**src/rtl/rch_pkg.sv**
```systemverilog
package rch_pkg;

  localparam int unsigned RawW   = 16;
  localparam int unsigned ProdW  = 23;  // raw count times 100
  localparam int unsigned PctW   = 7;
  localparam int unsigned HueW   = 9;
  localparam int unsigned MagW   = 13; // up to 60 * 100
  localparam int unsigned SnumW  = 14; // up to 100 * 100
  localparam int unsigned SdenW  = 8;
  localparam int unsigned HqW    = 6;  // hue quotient, at most 60

  localparam int unsigned PctSteps = 7;
  localparam int unsigned HsSteps  = 7;
  // input reg, percent divider, min/max stage, hue/sat divider, output reg
  localparam int unsigned NumStages = 1 + 1 + PctSteps + 1 + HsSteps + 1;

  localparam logic [PctW-1:0] PctMax  = 7'd100;
  localparam logic [PctW-1:0] LightHalf = 7'd50;
  localparam logic [SdenW-1:0] SumFull = 8'd200;
  localparam logic [HueW-1:0] HueRed  = 9'd360;
  localparam logic [HueW-1:0] HueGreen = 9'd120;
  localparam logic [HueW-1:0] HueBlue = 9'd240;

  localparam logic [1:0] SEL_RED   = 2'd0;
  localparam logic [1:0] SEL_GREEN = 2'd1;
  localparam logic [1:0] SEL_BLUE  = 2'd2;

  // sideband that follows an item through the hue/saturation stages
  typedef struct packed {
    logic            err;
    logic            grey;
    logic [1:0]      sel;
    logic            neg;
    logic [PctW-1:0] light;
  } hs_side_t;

endpackage

```
**src/rtl/rch_if.sv**
```systemverilog
interface rch_in_if;
  logic                        valid;
  logic                        ready;
  logic [rch_pkg::RawW-1:0]    red_raw;
  logic [rch_pkg::RawW-1:0]    green_raw;
  logic [rch_pkg::RawW-1:0]    blue_raw;
  logic [rch_pkg::RawW-1:0]    clear_raw;

  modport source (output valid, red_raw, green_raw, blue_raw, clear_raw, input ready);
  modport sink (input valid, red_raw, green_raw, blue_raw, clear_raw, output ready);
endinterface

interface rch_out_if;
  logic                        valid;
  logic                        ready;
  logic [rch_pkg::HueW-1:0]    hue;
  logic [rch_pkg::PctW-1:0]    saturation;
  logic [rch_pkg::PctW-1:0]    lightness;
  logic                        divide_error;

  modport source (output valid, hue, saturation, lightness, divide_error, input ready);
  modport sink (input valid, hue, saturation, lightness, divide_error, output ready);
endinterface

```
**src/rtl/rch_pct_div.sv**
```systemverilog
// pipelined restoring divider: num / den, saturated at 100
module rch_pct_div (
  input  logic                          clk_i,
  input  logic [rch_pkg::PctSteps:0]    en_i,
  input  logic [rch_pkg::ProdW-1:0]     num_i,
  input  logic [rch_pkg::RawW-1:0]      den_i,
  output logic [rch_pkg::PctW-1:0]      pct_o
);

  logic [rch_pkg::ProdW-1:0] rem_q [rch_pkg::PctSteps+1];
  logic [rch_pkg::RawW-1:0]  den_q [rch_pkg::PctSteps+1];
  logic [rch_pkg::PctW-1:0]  quo_q [rch_pkg::PctSteps+1];
  logic                      ovf_q [rch_pkg::PctSteps+1];
  logic [rch_pkg::ProdW-1:0] den101;

  // quotient above 100 iff num >= 101 * den
  assign den101 = (rch_pkg::ProdW'(den_i) << 6) + (rch_pkg::ProdW'(den_i) << 5)
                + (rch_pkg::ProdW'(den_i) << 2) + rch_pkg::ProdW'(den_i);

  always_ff @(posedge clk_i) begin
    if (en_i[0]) begin
      rem_q[0] <= num_i;
      den_q[0] <= den_i;
      quo_q[0] <= '0;
      ovf_q[0] <= (num_i >= den101);
    end
  end

  for (genvar s = 1; s <= rch_pkg::PctSteps; s++) begin : g_step
    logic [rch_pkg::ProdW-1:0] dsh;
    logic                      take;
    assign dsh  = rch_pkg::ProdW'(den_q[s-1]) << (rch_pkg::PctSteps - s);
    assign take = (rem_q[s-1] >= dsh);

    always_ff @(posedge clk_i) begin
      if (en_i[s]) begin
        rem_q[s] <= take ? (rem_q[s-1] - dsh) : rem_q[s-1];
        den_q[s] <= den_q[s-1];
        quo_q[s] <= quo_q[s-1] | (take ? (rch_pkg::PctW'(1) << (rch_pkg::PctSteps - s))
                                       : '0);
        ovf_q[s] <= ovf_q[s-1];
      end
    end
  end

  assign pct_o = ovf_q[rch_pkg::PctSteps] ? rch_pkg::PctMax : quo_q[rch_pkg::PctSteps];

endmodule

```
**src/rtl/raw_color_to_hsl_unit.sv**
```systemverilog
// a sample passes input, percent divider, min/max, hue/sat divider and output stages
// throughput: one sample per cycle while the output does not stall, set by one
//   restoring-division bit per stage in the percent dividers and in the hue/saturation divider
// stages only hold while the stage after them is full and stalled, so bubbles collapse
// reset: rst_ni is asynchronous active low and clears every stage valid bit;
//   payload registers are not reset
module raw_color_to_hsl_unit (
  input  logic      clk_i,
  input  logic      rst_ni,
  rch_in_if.sink    sample_i,
  rch_out_if.source result_o
);

  localparam int unsigned NS   = rch_pkg::NumStages;
  localparam int unsigned SM   = 1 + rch_pkg::PctSteps + 1; // min/max stage index
  localparam int unsigned SH0  = SM + 1;                     // first hue/sat step
  localparam int unsigned SOUT = NS - 1;

  // per-stage valid and advance chain
  logic [NS-1:0] vld_q;
  logic [NS:0]   rdy;

  assign rdy[NS] = result_o.ready;
  for (genvar k = 0; k < NS; k++) begin : g_rdy
    assign rdy[k] = ~vld_q[k] | rdy[k+1];
  end
  assign sample_i.ready = rdy[0];

  always_ff @(posedge clk_i or negedge rst_ni) begin
    if (!rst_ni) begin
      vld_q <= '0;
    end else begin
      if (rdy[0]) begin
        vld_q[0] <= sample_i.valid;
      end
      for (int k = 1; k < NS; k++) begin
        if (rdy[k]) begin
          vld_q[k] <= vld_q[k-1];
        end
      end
    end
  end

  // input stage: scale each channel by 100 (shift and add)
  logic [rch_pkg::ProdW-1:0] num_r_q, num_g_q, num_b_q;
  logic [rch_pkg::RawW-1:0]  clr_q;

  function automatic logic [rch_pkg::ProdW-1:0] times100(input logic [rch_pkg::RawW-1:0] x);
    logic [rch_pkg::ProdW-1:0] w;
    w = rch_pkg::ProdW'(x);
    return (w << 6) + (w << 5) + (w << 2);
  endfunction

  always_ff @(posedge clk_i) begin
    if (rdy[0]) begin
      num_r_q <= times100(sample_i.red_raw);
      num_g_q <= times100(sample_i.green_raw);
      num_b_q <= times100(sample_i.blue_raw);
      clr_q   <= sample_i.clear_raw;
    end
  end

  // zero clear flag rides alongside the percent dividers
  logic err_q [SM];
  always_ff @(posedge clk_i) begin
    if (rdy[0]) begin
      err_q[0] <= (sample_i.clear_raw == '0);
    end
  end
  for (genvar k = 1; k < SM; k++) begin : g_err
    always_ff @(posedge clk_i) begin
      if (rdy[k]) begin
        err_q[k] <= err_q[k-1];
      end
    end
  end

  // percent of clear per channel
  logic [rch_pkg::PctW-1:0] pct_r, pct_g, pct_b;
  logic [rch_pkg::PctSteps:0] div_en;
  assign div_en = rdy[SM-1:1];

  rch_pct_div u_div_r (.clk_i, .en_i(div_en), .num_i(num_r_q), .den_i(clr_q), .pct_o(pct_r));
  rch_pct_div u_div_g (.clk_i, .en_i(div_en), .num_i(num_g_q), .den_i(clr_q), .pct_o(pct_g));
  rch_pct_div u_div_b (.clk_i, .en_i(div_en), .num_i(num_b_q), .den_i(clr_q), .pct_o(pct_b));

  // min/max stage: pick the dominant channel, hue numerator and saturation operands
  logic [rch_pkg::PctW-1:0]  mx, mn, dif, da, db, absd, light;
  logic [rch_pkg::SdenW-1:0] sum, sden;
  logic [1:0]                sel;
  logic                      neg;
  logic [rch_pkg::MagW-1:0]  mag;
  logic [rch_pkg::SnumW-1:0] snum;

  always_comb begin
    mx = pct_r;
    if (pct_g > mx) mx = pct_g;
    if (pct_b > mx) mx = pct_b;
    mn = pct_r;
    if (pct_g < mn) mn = pct_g;
    if (pct_b < mn) mn = pct_b;
    // ties resolve red, then green, then blue
    if (mx == pct_r) begin
      sel = rch_pkg::SEL_RED;
      da  = pct_g;
      db  = pct_b;
    end else if (mx == pct_g) begin
      sel = rch_pkg::SEL_GREEN;
      da  = pct_b;
      db  = pct_r;
    end else begin
      sel = rch_pkg::SEL_BLUE;
      da  = pct_r;
      db  = pct_g;
    end
    neg   = (da < db);
    absd  = neg ? (db - da) : (da - db);
    mag   = (rch_pkg::MagW'(absd) << 6) - (rch_pkg::MagW'(absd) << 2);
    dif   = mx - mn;
    sum   = rch_pkg::SdenW'(mx) + rch_pkg::SdenW'(mn);
    light = sum[rch_pkg::SdenW-1:1];
    sden  = (light <= rch_pkg::LightHalf) ? sum : (rch_pkg::SumFull - sum);
    snum  = (rch_pkg::SnumW'(dif) << 6) + (rch_pkg::SnumW'(dif) << 5)
          + (rch_pkg::SnumW'(dif) << 2);
  end

  logic [rch_pkg::MagW-1:0]  hrem_q [rch_pkg::HsSteps+1];
  logic [rch_pkg::PctW-1:0]  hden_q [rch_pkg::HsSteps+1];
  logic [rch_pkg::HqW-1:0]   hquo_q [rch_pkg::HsSteps+1];
  logic [rch_pkg::SnumW-1:0] srem_q [rch_pkg::HsSteps+1];
  logic [rch_pkg::SdenW-1:0] sden_q [rch_pkg::HsSteps+1];
  logic [rch_pkg::PctW-1:0]  squo_q [rch_pkg::HsSteps+1];
  rch_pkg::hs_side_t         side_q [rch_pkg::HsSteps+1];

  always_ff @(posedge clk_i) begin
    if (rdy[SM]) begin
      hrem_q[0]       <= mag;
      hden_q[0]       <= dif;
      hquo_q[0]       <= '0;
      srem_q[0]       <= snum;
      sden_q[0]       <= sden;
      squo_q[0]       <= '0;
      side_q[0].err   <= err_q[SM-1];
      side_q[0].grey  <= (dif == '0);
      side_q[0].sel   <= sel;
      side_q[0].neg   <= neg;
      side_q[0].light <= light;
    end
  end

  // one quotient bit per stage; the hue quotient has one bit less and idles last
  for (genvar t = 1; t <= rch_pkg::HsSteps; t++) begin : g_hs
    logic [rch_pkg::MagW-1:0]  hsh;
    logic [rch_pkg::HqW-1:0]   hbit;
    logic [rch_pkg::SnumW-1:0] ssh;
    logic                      htake, stake;

    if (t <= rch_pkg::HqW) begin : g_hue
      assign hsh   = rch_pkg::MagW'(hden_q[t-1]) << (rch_pkg::HqW - t);
      assign hbit  = rch_pkg::HqW'(1) << (rch_pkg::HqW - t);
      assign htake = (hrem_q[t-1] >= hsh);
    end else begin : g_hold
      assign hsh   = '0;
      assign hbit  = '0;
      assign htake = 1'b0;
    end
    assign ssh   = rch_pkg::SnumW'(sden_q[t-1]) << (rch_pkg::HsSteps - t);
    assign stake = (srem_q[t-1] >= ssh);

    always_ff @(posedge clk_i) begin
      if (rdy[SM+t]) begin
        hrem_q[t] <= htake ? (hrem_q[t-1] - hsh) : hrem_q[t-1];
        hden_q[t] <= hden_q[t-1];
        hquo_q[t] <= hquo_q[t-1] | (htake ? hbit : '0);
        srem_q[t] <= stake ? (srem_q[t-1] - ssh) : srem_q[t-1];
        sden_q[t] <= sden_q[t-1];
        squo_q[t] <= squo_q[t-1]
                   | (stake ? (rch_pkg::PctW'(1) << (rch_pkg::HsSteps - t)) : '0);
        side_q[t] <= side_q[t-1];
      end
    end
  end

  // output stage: place the hue around its sector base, clear grey and error cases
  rch_pkg::hs_side_t        fs;
  logic [rch_pkg::HueW-1:0] qh, base, hue_d;
  logic [rch_pkg::HueW-1:0] hue_q;
  logic [rch_pkg::PctW-1:0] sat_q, light_q;
  logic                     err_out_q;

  assign fs = side_q[rch_pkg::HsSteps];
  assign qh = rch_pkg::HueW'(hquo_q[rch_pkg::HsSteps]);

  always_comb begin
    case (fs.sel)
      rch_pkg::SEL_RED:   base = fs.neg ? rch_pkg::HueRed : '0;
      rch_pkg::SEL_GREEN: base = rch_pkg::HueGreen;
      rch_pkg::SEL_BLUE:  base = rch_pkg::HueBlue;
      default:            base = '0;
    endcase
    hue_d = fs.neg ? (base - qh) : (base + qh);
  end

  always_ff @(posedge clk_i) begin
    if (rdy[SOUT]) begin
      hue_q     <= (fs.err || fs.grey) ? '0 : hue_d;
      sat_q     <= (fs.err || fs.grey) ? '0 : squo_q[rch_pkg::HsSteps];
      light_q   <= fs.err ? '0 : fs.light;
      err_out_q <= fs.err;
    end
  end

  assign result_o.valid        = vld_q[SOUT];
  assign result_o.hue          = hue_q;
  assign result_o.saturation   = sat_q;
  assign result_o.lightness    = light_q;
  assign result_o.divide_error = err_out_q;

  // the pipeline only refuses input when every stage is full and the output stalls
  assert property (@(posedge clk_i) disable iff (!rst_ni)
    !sample_i.ready |-> (&vld_q) && !result_o.ready)
    else $error("input stalled while pipeline has room");

  // an error result carries all-zero fields
  assert property (@(posedge clk_i) disable iff (!rst_ni)
    result_o.valid && result_o.divide_error |->
      result_o.hue == '0 && result_o.saturation == '0 && result_o.lightness == '0)
    else $error("error result with nonzero fields");

  // results stay in range
  assert property (@(posedge clk_i) disable iff (!rst_ni)
    result_o.valid |-> result_o.hue <= rch_pkg::HueRed
      && result_o.saturation <= rch_pkg::PctMax && result_o.lightness <= rch_pkg::PctMax)
    else $error("result field out of range");

  // a stalled output stage keeps its item
  assert property (@(posedge clk_i) disable iff (!rst_ni)
    result_o.valid && !result_o.ready |=> result_o.valid && $stable(hue_q))
    else $error("stalled result lost");

endmodule

```
**src/flat_wrapper.sv**
```systemverilog
// flat-port wrapper written by rule: the top's interface ports become plain ports
module raw_color_to_hsl_unit_flat 
  (clk_i, rst_ni, sample_i_valid, sample_i_red_raw, sample_i_green_raw, sample_i_blue_raw, sample_i_clear_raw, sample_i_ready, result_o_valid, result_o_hue, result_o_saturation, result_o_lightness, result_o_divide_error, result_o_ready);
  rch_in_if sample_i_i ();
  rch_out_if result_o_i ();
  input  logic clk_i;
  input  logic rst_ni;
  input wire logic [$bits(sample_i_i.valid)-1:0] sample_i_valid;
  input wire logic [$bits(sample_i_i.red_raw)-1:0] sample_i_red_raw;
  input wire logic [$bits(sample_i_i.green_raw)-1:0] sample_i_green_raw;
  input wire logic [$bits(sample_i_i.blue_raw)-1:0] sample_i_blue_raw;
  input wire logic [$bits(sample_i_i.clear_raw)-1:0] sample_i_clear_raw;
  output wire logic [$bits(sample_i_i.ready)-1:0] sample_i_ready;
  output wire logic [$bits(result_o_i.valid)-1:0] result_o_valid;
  output wire logic [$bits(result_o_i.hue)-1:0] result_o_hue;
  output wire logic [$bits(result_o_i.saturation)-1:0] result_o_saturation;
  output wire logic [$bits(result_o_i.lightness)-1:0] result_o_lightness;
  output wire logic [$bits(result_o_i.divide_error)-1:0] result_o_divide_error;
  input wire logic [$bits(result_o_i.ready)-1:0] result_o_ready;
  assign sample_i_i.valid = sample_i_valid;
  assign sample_i_i.red_raw = sample_i_red_raw;
  assign sample_i_i.green_raw = sample_i_green_raw;
  assign sample_i_i.blue_raw = sample_i_blue_raw;
  assign sample_i_i.clear_raw = sample_i_clear_raw;
  assign sample_i_ready = sample_i_i.ready;
  assign result_o_valid = result_o_i.valid;
  assign result_o_hue = result_o_i.hue;
  assign result_o_saturation = result_o_i.saturation;
  assign result_o_lightness = result_o_i.lightness;
  assign result_o_divide_error = result_o_i.divide_error;
  assign result_o_i.ready = result_o_ready;
  raw_color_to_hsl_unit u_core (.clk_i(clk_i), .rst_ni(rst_ni), .sample_i(sample_i_i), .result_o(result_o_i));
endmodule
```
**config.mk**
```make
export PLATFORM = sky130hd
export DESIGN_NAME = raw_color_to_hsl_unit_flat
export DESIGN_NICKNAME = d
export VERILOG_FILES = /design/src/rtl/rch_pkg.sv /design/src/rtl/rch_if.sv /design/src/rtl/rch_pct_div.sv /design/src/rtl/raw_color_to_hsl_unit.sv /design/src/flat_wrapper.sv
export SDC_FILE = /design/constraint.sdc
export NUM_CORES = 2
export LEC_CHECK = 0
export BUFFER_PORTS_ARGS = -buffer_cell sky130_fd_sc_hd__buf_4
export CAP_MARGIN = 20
export CORE_ASPECT_RATIO = 0.9
export CORE_MARGIN = 4
export CORE_UTILIZATION = 50
export CTS_CLUSTER_DIAMETER = 30
export CTS_CLUSTER_SIZE = 12
export DETAILED_ROUTE_END_ITERATION = 6
export PLACE_DENSITY = 0.77
export SLEW_MARGIN = 25
export SYNTH_ARGS = -nofsm -noshare
export SYNTH_HDL_FRONTEND = slang
export SYNTH_SLANG_ARGS = --single-unit
```
**constraint.sdc**
```tcl
create_clock -name clk_i -period 15.4 [get_ports clk_i]
set_clock_uncertainty 0.15 [all_clocks]
set_input_delay 2.31 -clock clk_i [delete_from_list [all_inputs] [get_ports clk_i]]
set_output_delay 2.31 -clock clk_i [all_outputs]
set_load 0.1 [all_outputs]
```
# Yosys cells after proc, flatten, opt, wreduce, memory -nomap -nowiden
# Memories as Yosys holds them, arrays and structs flattened. A register that Yosys moved wholly into a read port is not among the register bits.
# Cells that the tools add are included.
# word_totals
out_inout_bits	26
elab_cells	339
regBits	120
memories	20
mem_bits_rw	1673
inputBits	68
# op_classes
n_reduce_logical	4
n_eq_ne	4
order_cmp	43
add_sub_neg	53
bitwise	70
mux	120
# mem_list
name	words	word_bits	read_ports	rd_ports_with_merged_regs	write_ports	line_no	text
u_core.u_div_b.rem_q	8	23	7	0	8	rch_pct_div.sv:10	logic [rch_pkg::ProdW-1:0] rem_q [rch_pkg::PctSteps+1];
u_core.u_div_g.rem_q	8	23	7	0	8	rch_pct_div.sv:10	
u_core.u_div_r.rem_q	8	23	7	0	8	rch_pct_div.sv:10	
u_core.u_div_b.den_q	8	16	7	0	8	rch_pct_div.sv:11	logic [rch_pkg::RawW-1:0] den_q [rch_pkg::PctSteps+1];
u_core.u_div_g.den_q	8	16	7	0	8	rch_pct_div.sv:11	
u_core.u_div_r.den_q	8	16	7	0	8	rch_pct_div.sv:11	
+14 memories	n/a	n/a	n/a	n/a	n/a	n/a	
# op_table
op	count
2-to-1 mux 23 bit	21
2-to-1 mux 7 bit	16
2-to-1 mux 14 bit	7
adder 22 x 21 -> 23 bit	4
adder 23 x 18 -> 23 bit	4
2-to-1 mux 13 bit	6
OR 7 bit	10
greater-or-equal comparator 23 x 16 -> 1 bit	3
greater-or-equal comparator 23 x 17 -> 1 bit	3
greater-or-equal comparator 23 x 18 -> 1 bit	3
greater-or-equal comparator 23 x 19 -> 1 bit	3
greater-or-equal comparator 23 x 20 -> 1 bit	3
greater-or-equal comparator 23 x 21 -> 1 bit	3
greater-or-equal comparator 23 x 22 -> 1 bit	3
greater-or-equal comparator 23 bit	3
subtractor 23 x 16 -> 23 bit	3
subtractor 23 x 17 -> 23 bit	3
subtractor 23 x 18 -> 23 bit	3
subtractor 23 x 19 -> 23 bit	3
subtractor 23 x 20 -> 23 bit	3
subtractor 23 x 21 -> 23 bit	3
subtractor 23 x 22 -> 23 bit	3
2-to-1 mux 1 bit	39
OR 6 bit	6
60 further kinds	136

# Depth between registers and ports, before layout
# depth
depth_word	21
depth_mapped	39
depth_no_buf	36

# Cells and area by module
# Synthesis repeated with hierarchy kept, for this count alone.
# hier_totals
hier_cells	7041
hier_area_um2	82544.2
# modules_own_cells
mod	area_each_um2	cells_each	n_inst	seq_area_each_um2
raw_color_to_hsl_unit	27676.5	2236	1	15314.7
rch_pct_div (u_core.u_div_g)	18572.8	1656	1	9278.9
rch_pct_div (u_core.u_div_b)	18205.0	1573	1	9278.9
rch_pct_div (u_core.u_div_r)	18089.8	1576	1	9278.9

# Worst setup path after synthesis
# OpenSTA, ideal clock, no wires.
# synth_timing
path_kind	in2out
startpoint	input port result_o_ready
endpoint	output port sample_i_ready
setup_slack_ns	3.225
n_path_buf	0
cell_stages	9
required_time_ns	12.940
arrival_time_ns	9.715
path_cell_list	nor2b_1 > nand2_1 > nor2_1 > and2_1 > inv_1 > nor3_1 > nand3_1 > inv_1 > nand3_1
# synth_via
elab_chain_len	18
# synth_lines
item	line_no	text
start: declaration	flat_wrapper.sv:19	input wire logic [$bits(result_o_i.ready)-1:0] result_o_ready;
OR 1 bit (2 in series)	raw_color_to_hsl_unit.sv:25	assign rdy[k] = ~vld_q[k] | rdy[k+1];
via u_core.rdy[16]	raw_color_to_hsl_unit.sv:21	logic [NS:0] rdy;
OR 1 bit (4 in series)	raw_color_to_hsl_unit.sv:25	
via u_core.rdy[12]	raw_color_to_hsl_unit.sv:21	
OR 1 bit (10 in series)	raw_color_to_hsl_unit.sv:25	
via u_core.div_en, one bit	raw_color_to_hsl_unit.sv:80	logic [rch_pkg::PctSteps:0] div_en;
OR 1 bit (2 in series)	raw_color_to_hsl_unit.sv:25	
end: declaration	flat_wrapper.sv:13	output wire logic [$bits(sample_i_i.ready)-1:0] sample_i_ready;
# The timed path passes the listed nets, and every way through them passes these cells.

==> metrics.txt <==
HP Class=reg -> reg; hold buffer count at CTS=0; CTS tree=built; fillers=10,820; top cell type by total area after synthesis=edfxtp_1; die height=360.4 µm; Slowest-stage cell, CP=o31ai_4; max_cap viols=0; critical path peak fanout=18; Die ar.=144,000 µm²; via count=47,680; RSZ-0062 raised after global routing=no; DPL Wire Length=128,400 µm; crit path DAT=approximately 11 ns; Yosys cell types=86; Synth top cells by count=edfxtp_1 (1,159), ha_1 (658), inv_1 (467); final setup violating endpoints=0; drt first-iter violations=4,181; Post-synth top flop=edfxtp_1; post-CTS sizing=0; slew margin rel.=30.64%; DR WL/cell=just over 20 µm; Core ar.=137,200 µm²; register bit total from synthesis=~1,200; Setup Buffers After CTS=0; Placer Congestion=0.9460; largest net degree at the start of global routing=91; CTS HTree Levels=4; main area contributors after synthesis=edfxtp_1 (50%), ha_1 (12%), xnor2_1 (3.2%); crit share post-route=69.14%; Die Width=roughly 400 µm; Setup TNS=0 ns; initial antenna violation count=0; number of port buffers=93; Initial Utilization=between 50% and 60%; Gate Count Post-Synth=roughly 6,000; count of final hold-check violations=0; slowest stage delay, CP=0.73 ns; share of cells above drive strength 1=9.939%; Post-synth EDFFs=1,159; Ant. Diodes=0; crit start category=flip-flop; Yosys warnings=0; final WL=168,500 µm; Site Rows=129; Synthesized Nets=6,800; gr ovfl total=0; antenna viol nets, final=0; TritonCTS Buffers=215; Worst-Margin Slew=1.038 ns; mean area per synthesized cell=11.55 µm²; ys async rst share=1.529%; Max Transition Viols Final=0; GRT Util Overall=23.22%; register area share after synthesis=51.09%; Final Critical Period=between 10 and 15 ns; first-pass GRT wire length=approximately 260,000 µm; status=completed; Ports=94; CTS sink count=between 1,000 and 1,500; root buf cell=clkbuf_16; nets=7,044; Yosys top cell area share=50.44%; Critical Path RT=15.79 ns; fmax=0.09392 GHz; Pre-Repair DR Iteration Count=6; vias in the first global route=between 40,000 and 50,000; Vias per Instance=5.784; DRC errors left=0; synthesized cell area=69,000 µm²; CTS max path bufs=3; critical path class=reg -> reg; Syn-to-layout area delta=15.58%; count leader, synth=edfxtp_1; worst skew pair latency=~0.83 ns; clock-pin transition on the worst setup and hold timing paths=0.05 ns; Setup crit end kind=flip-flop; most numerous cell on the critical path=ha_1
-- kinds of logic after synthesis --
logic type	share of synthesized area (%)
and+or+nand+nor	11.19
muxes	2.310
AOI/OAI and AO/OA	12.26
adders and majority gates	14.83
buffers and inverters	3.110
DFF	51.09
xor gates and xnor gates	5.204
-- layer usage --
| metal | wire (µm) | GRT usage (%) | vias up |
|---|---|---|---|
| met1 | 72760 | 31.32 | 23090 |
| met4 | 5717 | 8.138 | 0 |
| met5 | 0 | 0 | - |
| li1 | - | - | 22630 |
| met3 | 10200 | 3.574 | 356 |
| met2 | 79840 | 38.32 | 1600 |
-- metrics by stage --
step                cells  setup WS (ns)  instance area, µm²  util (%)  hold WS [ns]
floorplan            5974          3.225               69000         -        0.2503
global placement     7833          4.809               71910     52.41        0.2507
detailed placement   7834          4.532               71930     52.43        0.2545
CTS                  8242          4.544               79710     58.10        0.2208
global route         8243          4.014               79750     58.13        0.2317
finish               8243          4.752               79750     58.13        0.2248
-- path summary, 6_finish.rpt --
kind,start,endpoint,slack [ns],depth (start not counted)
worst max register to register,u_core.u_div_r.ovf_q[1][3],u_core.hrem_q[0][11],4.75,36
min in group asynchronous,rst_ni,u_core.vld_q[14],1.20,1
worst max-delay path,u_core.u_div_r.ovf_q[1][3],u_core.hrem_q[0][11],4.75,36
worst min-delay path,u_core.u_div_r.quo_q[0][27],u_core.u_div_r.quo_q[1][6],0.22,0
worst min register to register,u_core.u_div_r.quo_q[0][27],u_core.u_div_r.quo_q[1][6],0.22,0
max in group asynchronous,rst_ni,u_core.vld_q[2],13.64,1
-- final cells by class --
class / instances / area, µm² / area share, %
flip-flops and latches: 1177 / 35250 / 44.21
multi-input cells: 4231 / 31720 / 39.78
clock buffers: 231 / 5461 / 6.849
clock inverters: 177 / 2318 / 2.907
well taps: 1834 / 2295 / 2.877
inverters: 471 / 1770 / 2.220
repair buffers: 122 / 927.1 / 1.163
-- sequential cells by signal (all words and copies together) (netlist names), 48 cells and up --
register / cells
u_core.srem_q: 73
u_core.u_div_r.rem_q: 148
u_core.u_div_b.den_q: 48
u_core.u_div_b.rem_q: 148
u_core.hrem_q: 67
u_core.sden_q: 56
u_core.side_q: 96
u_core.u_div_g.rem_q: 148
-- layout by cell type (no fill, tap or decap), types with 39 or more instances in the layout --
cell,synthesis,final
a21o_1,132,132
or3_1,46,46
ha_1,658,658
a21oi_1,396,393
nor3_1,112,111
nand2b_1,111,110
nand2_1,401,395
o21bai_1,42,42
o31ai_1,68,68
mux2i_1,67,67
inv_1,467,462
clkbuf_16,0,216
xnor2_1,252,252
edfxtp_1,1159,1159
o21a_1,73,73
nor2b_1,133,130
xor2_1,158,158
nor4_1,57,57
and3_1,48,48
nand3_1,90,86
o21ai_1,39,39
nor2_1,353,353
mux2_2,63,63
o21ai_0,353,353
nand4_1,59,59
fa_1,100,100
buf_4,0,119
-- critical path, delay by kind of cell (launching register included) --
| kind | cells | cell delay (ns) |
|---|---|---|
| buf+inv | 4 | 0.85 |
| mux | 4 | 1.09 |
| flops | 1 | 0.55 |
| xor+xnor | 2 | 0.44 |
| fa+ha+maj | 4 | 1.40 |
| compound gates | 16 | 4.95 |
| simple gates | 6 | 0.97 |
Power is not shown: default switching activity piles up to over one toggle a cycle in this logic, so the estimate is an artifact.
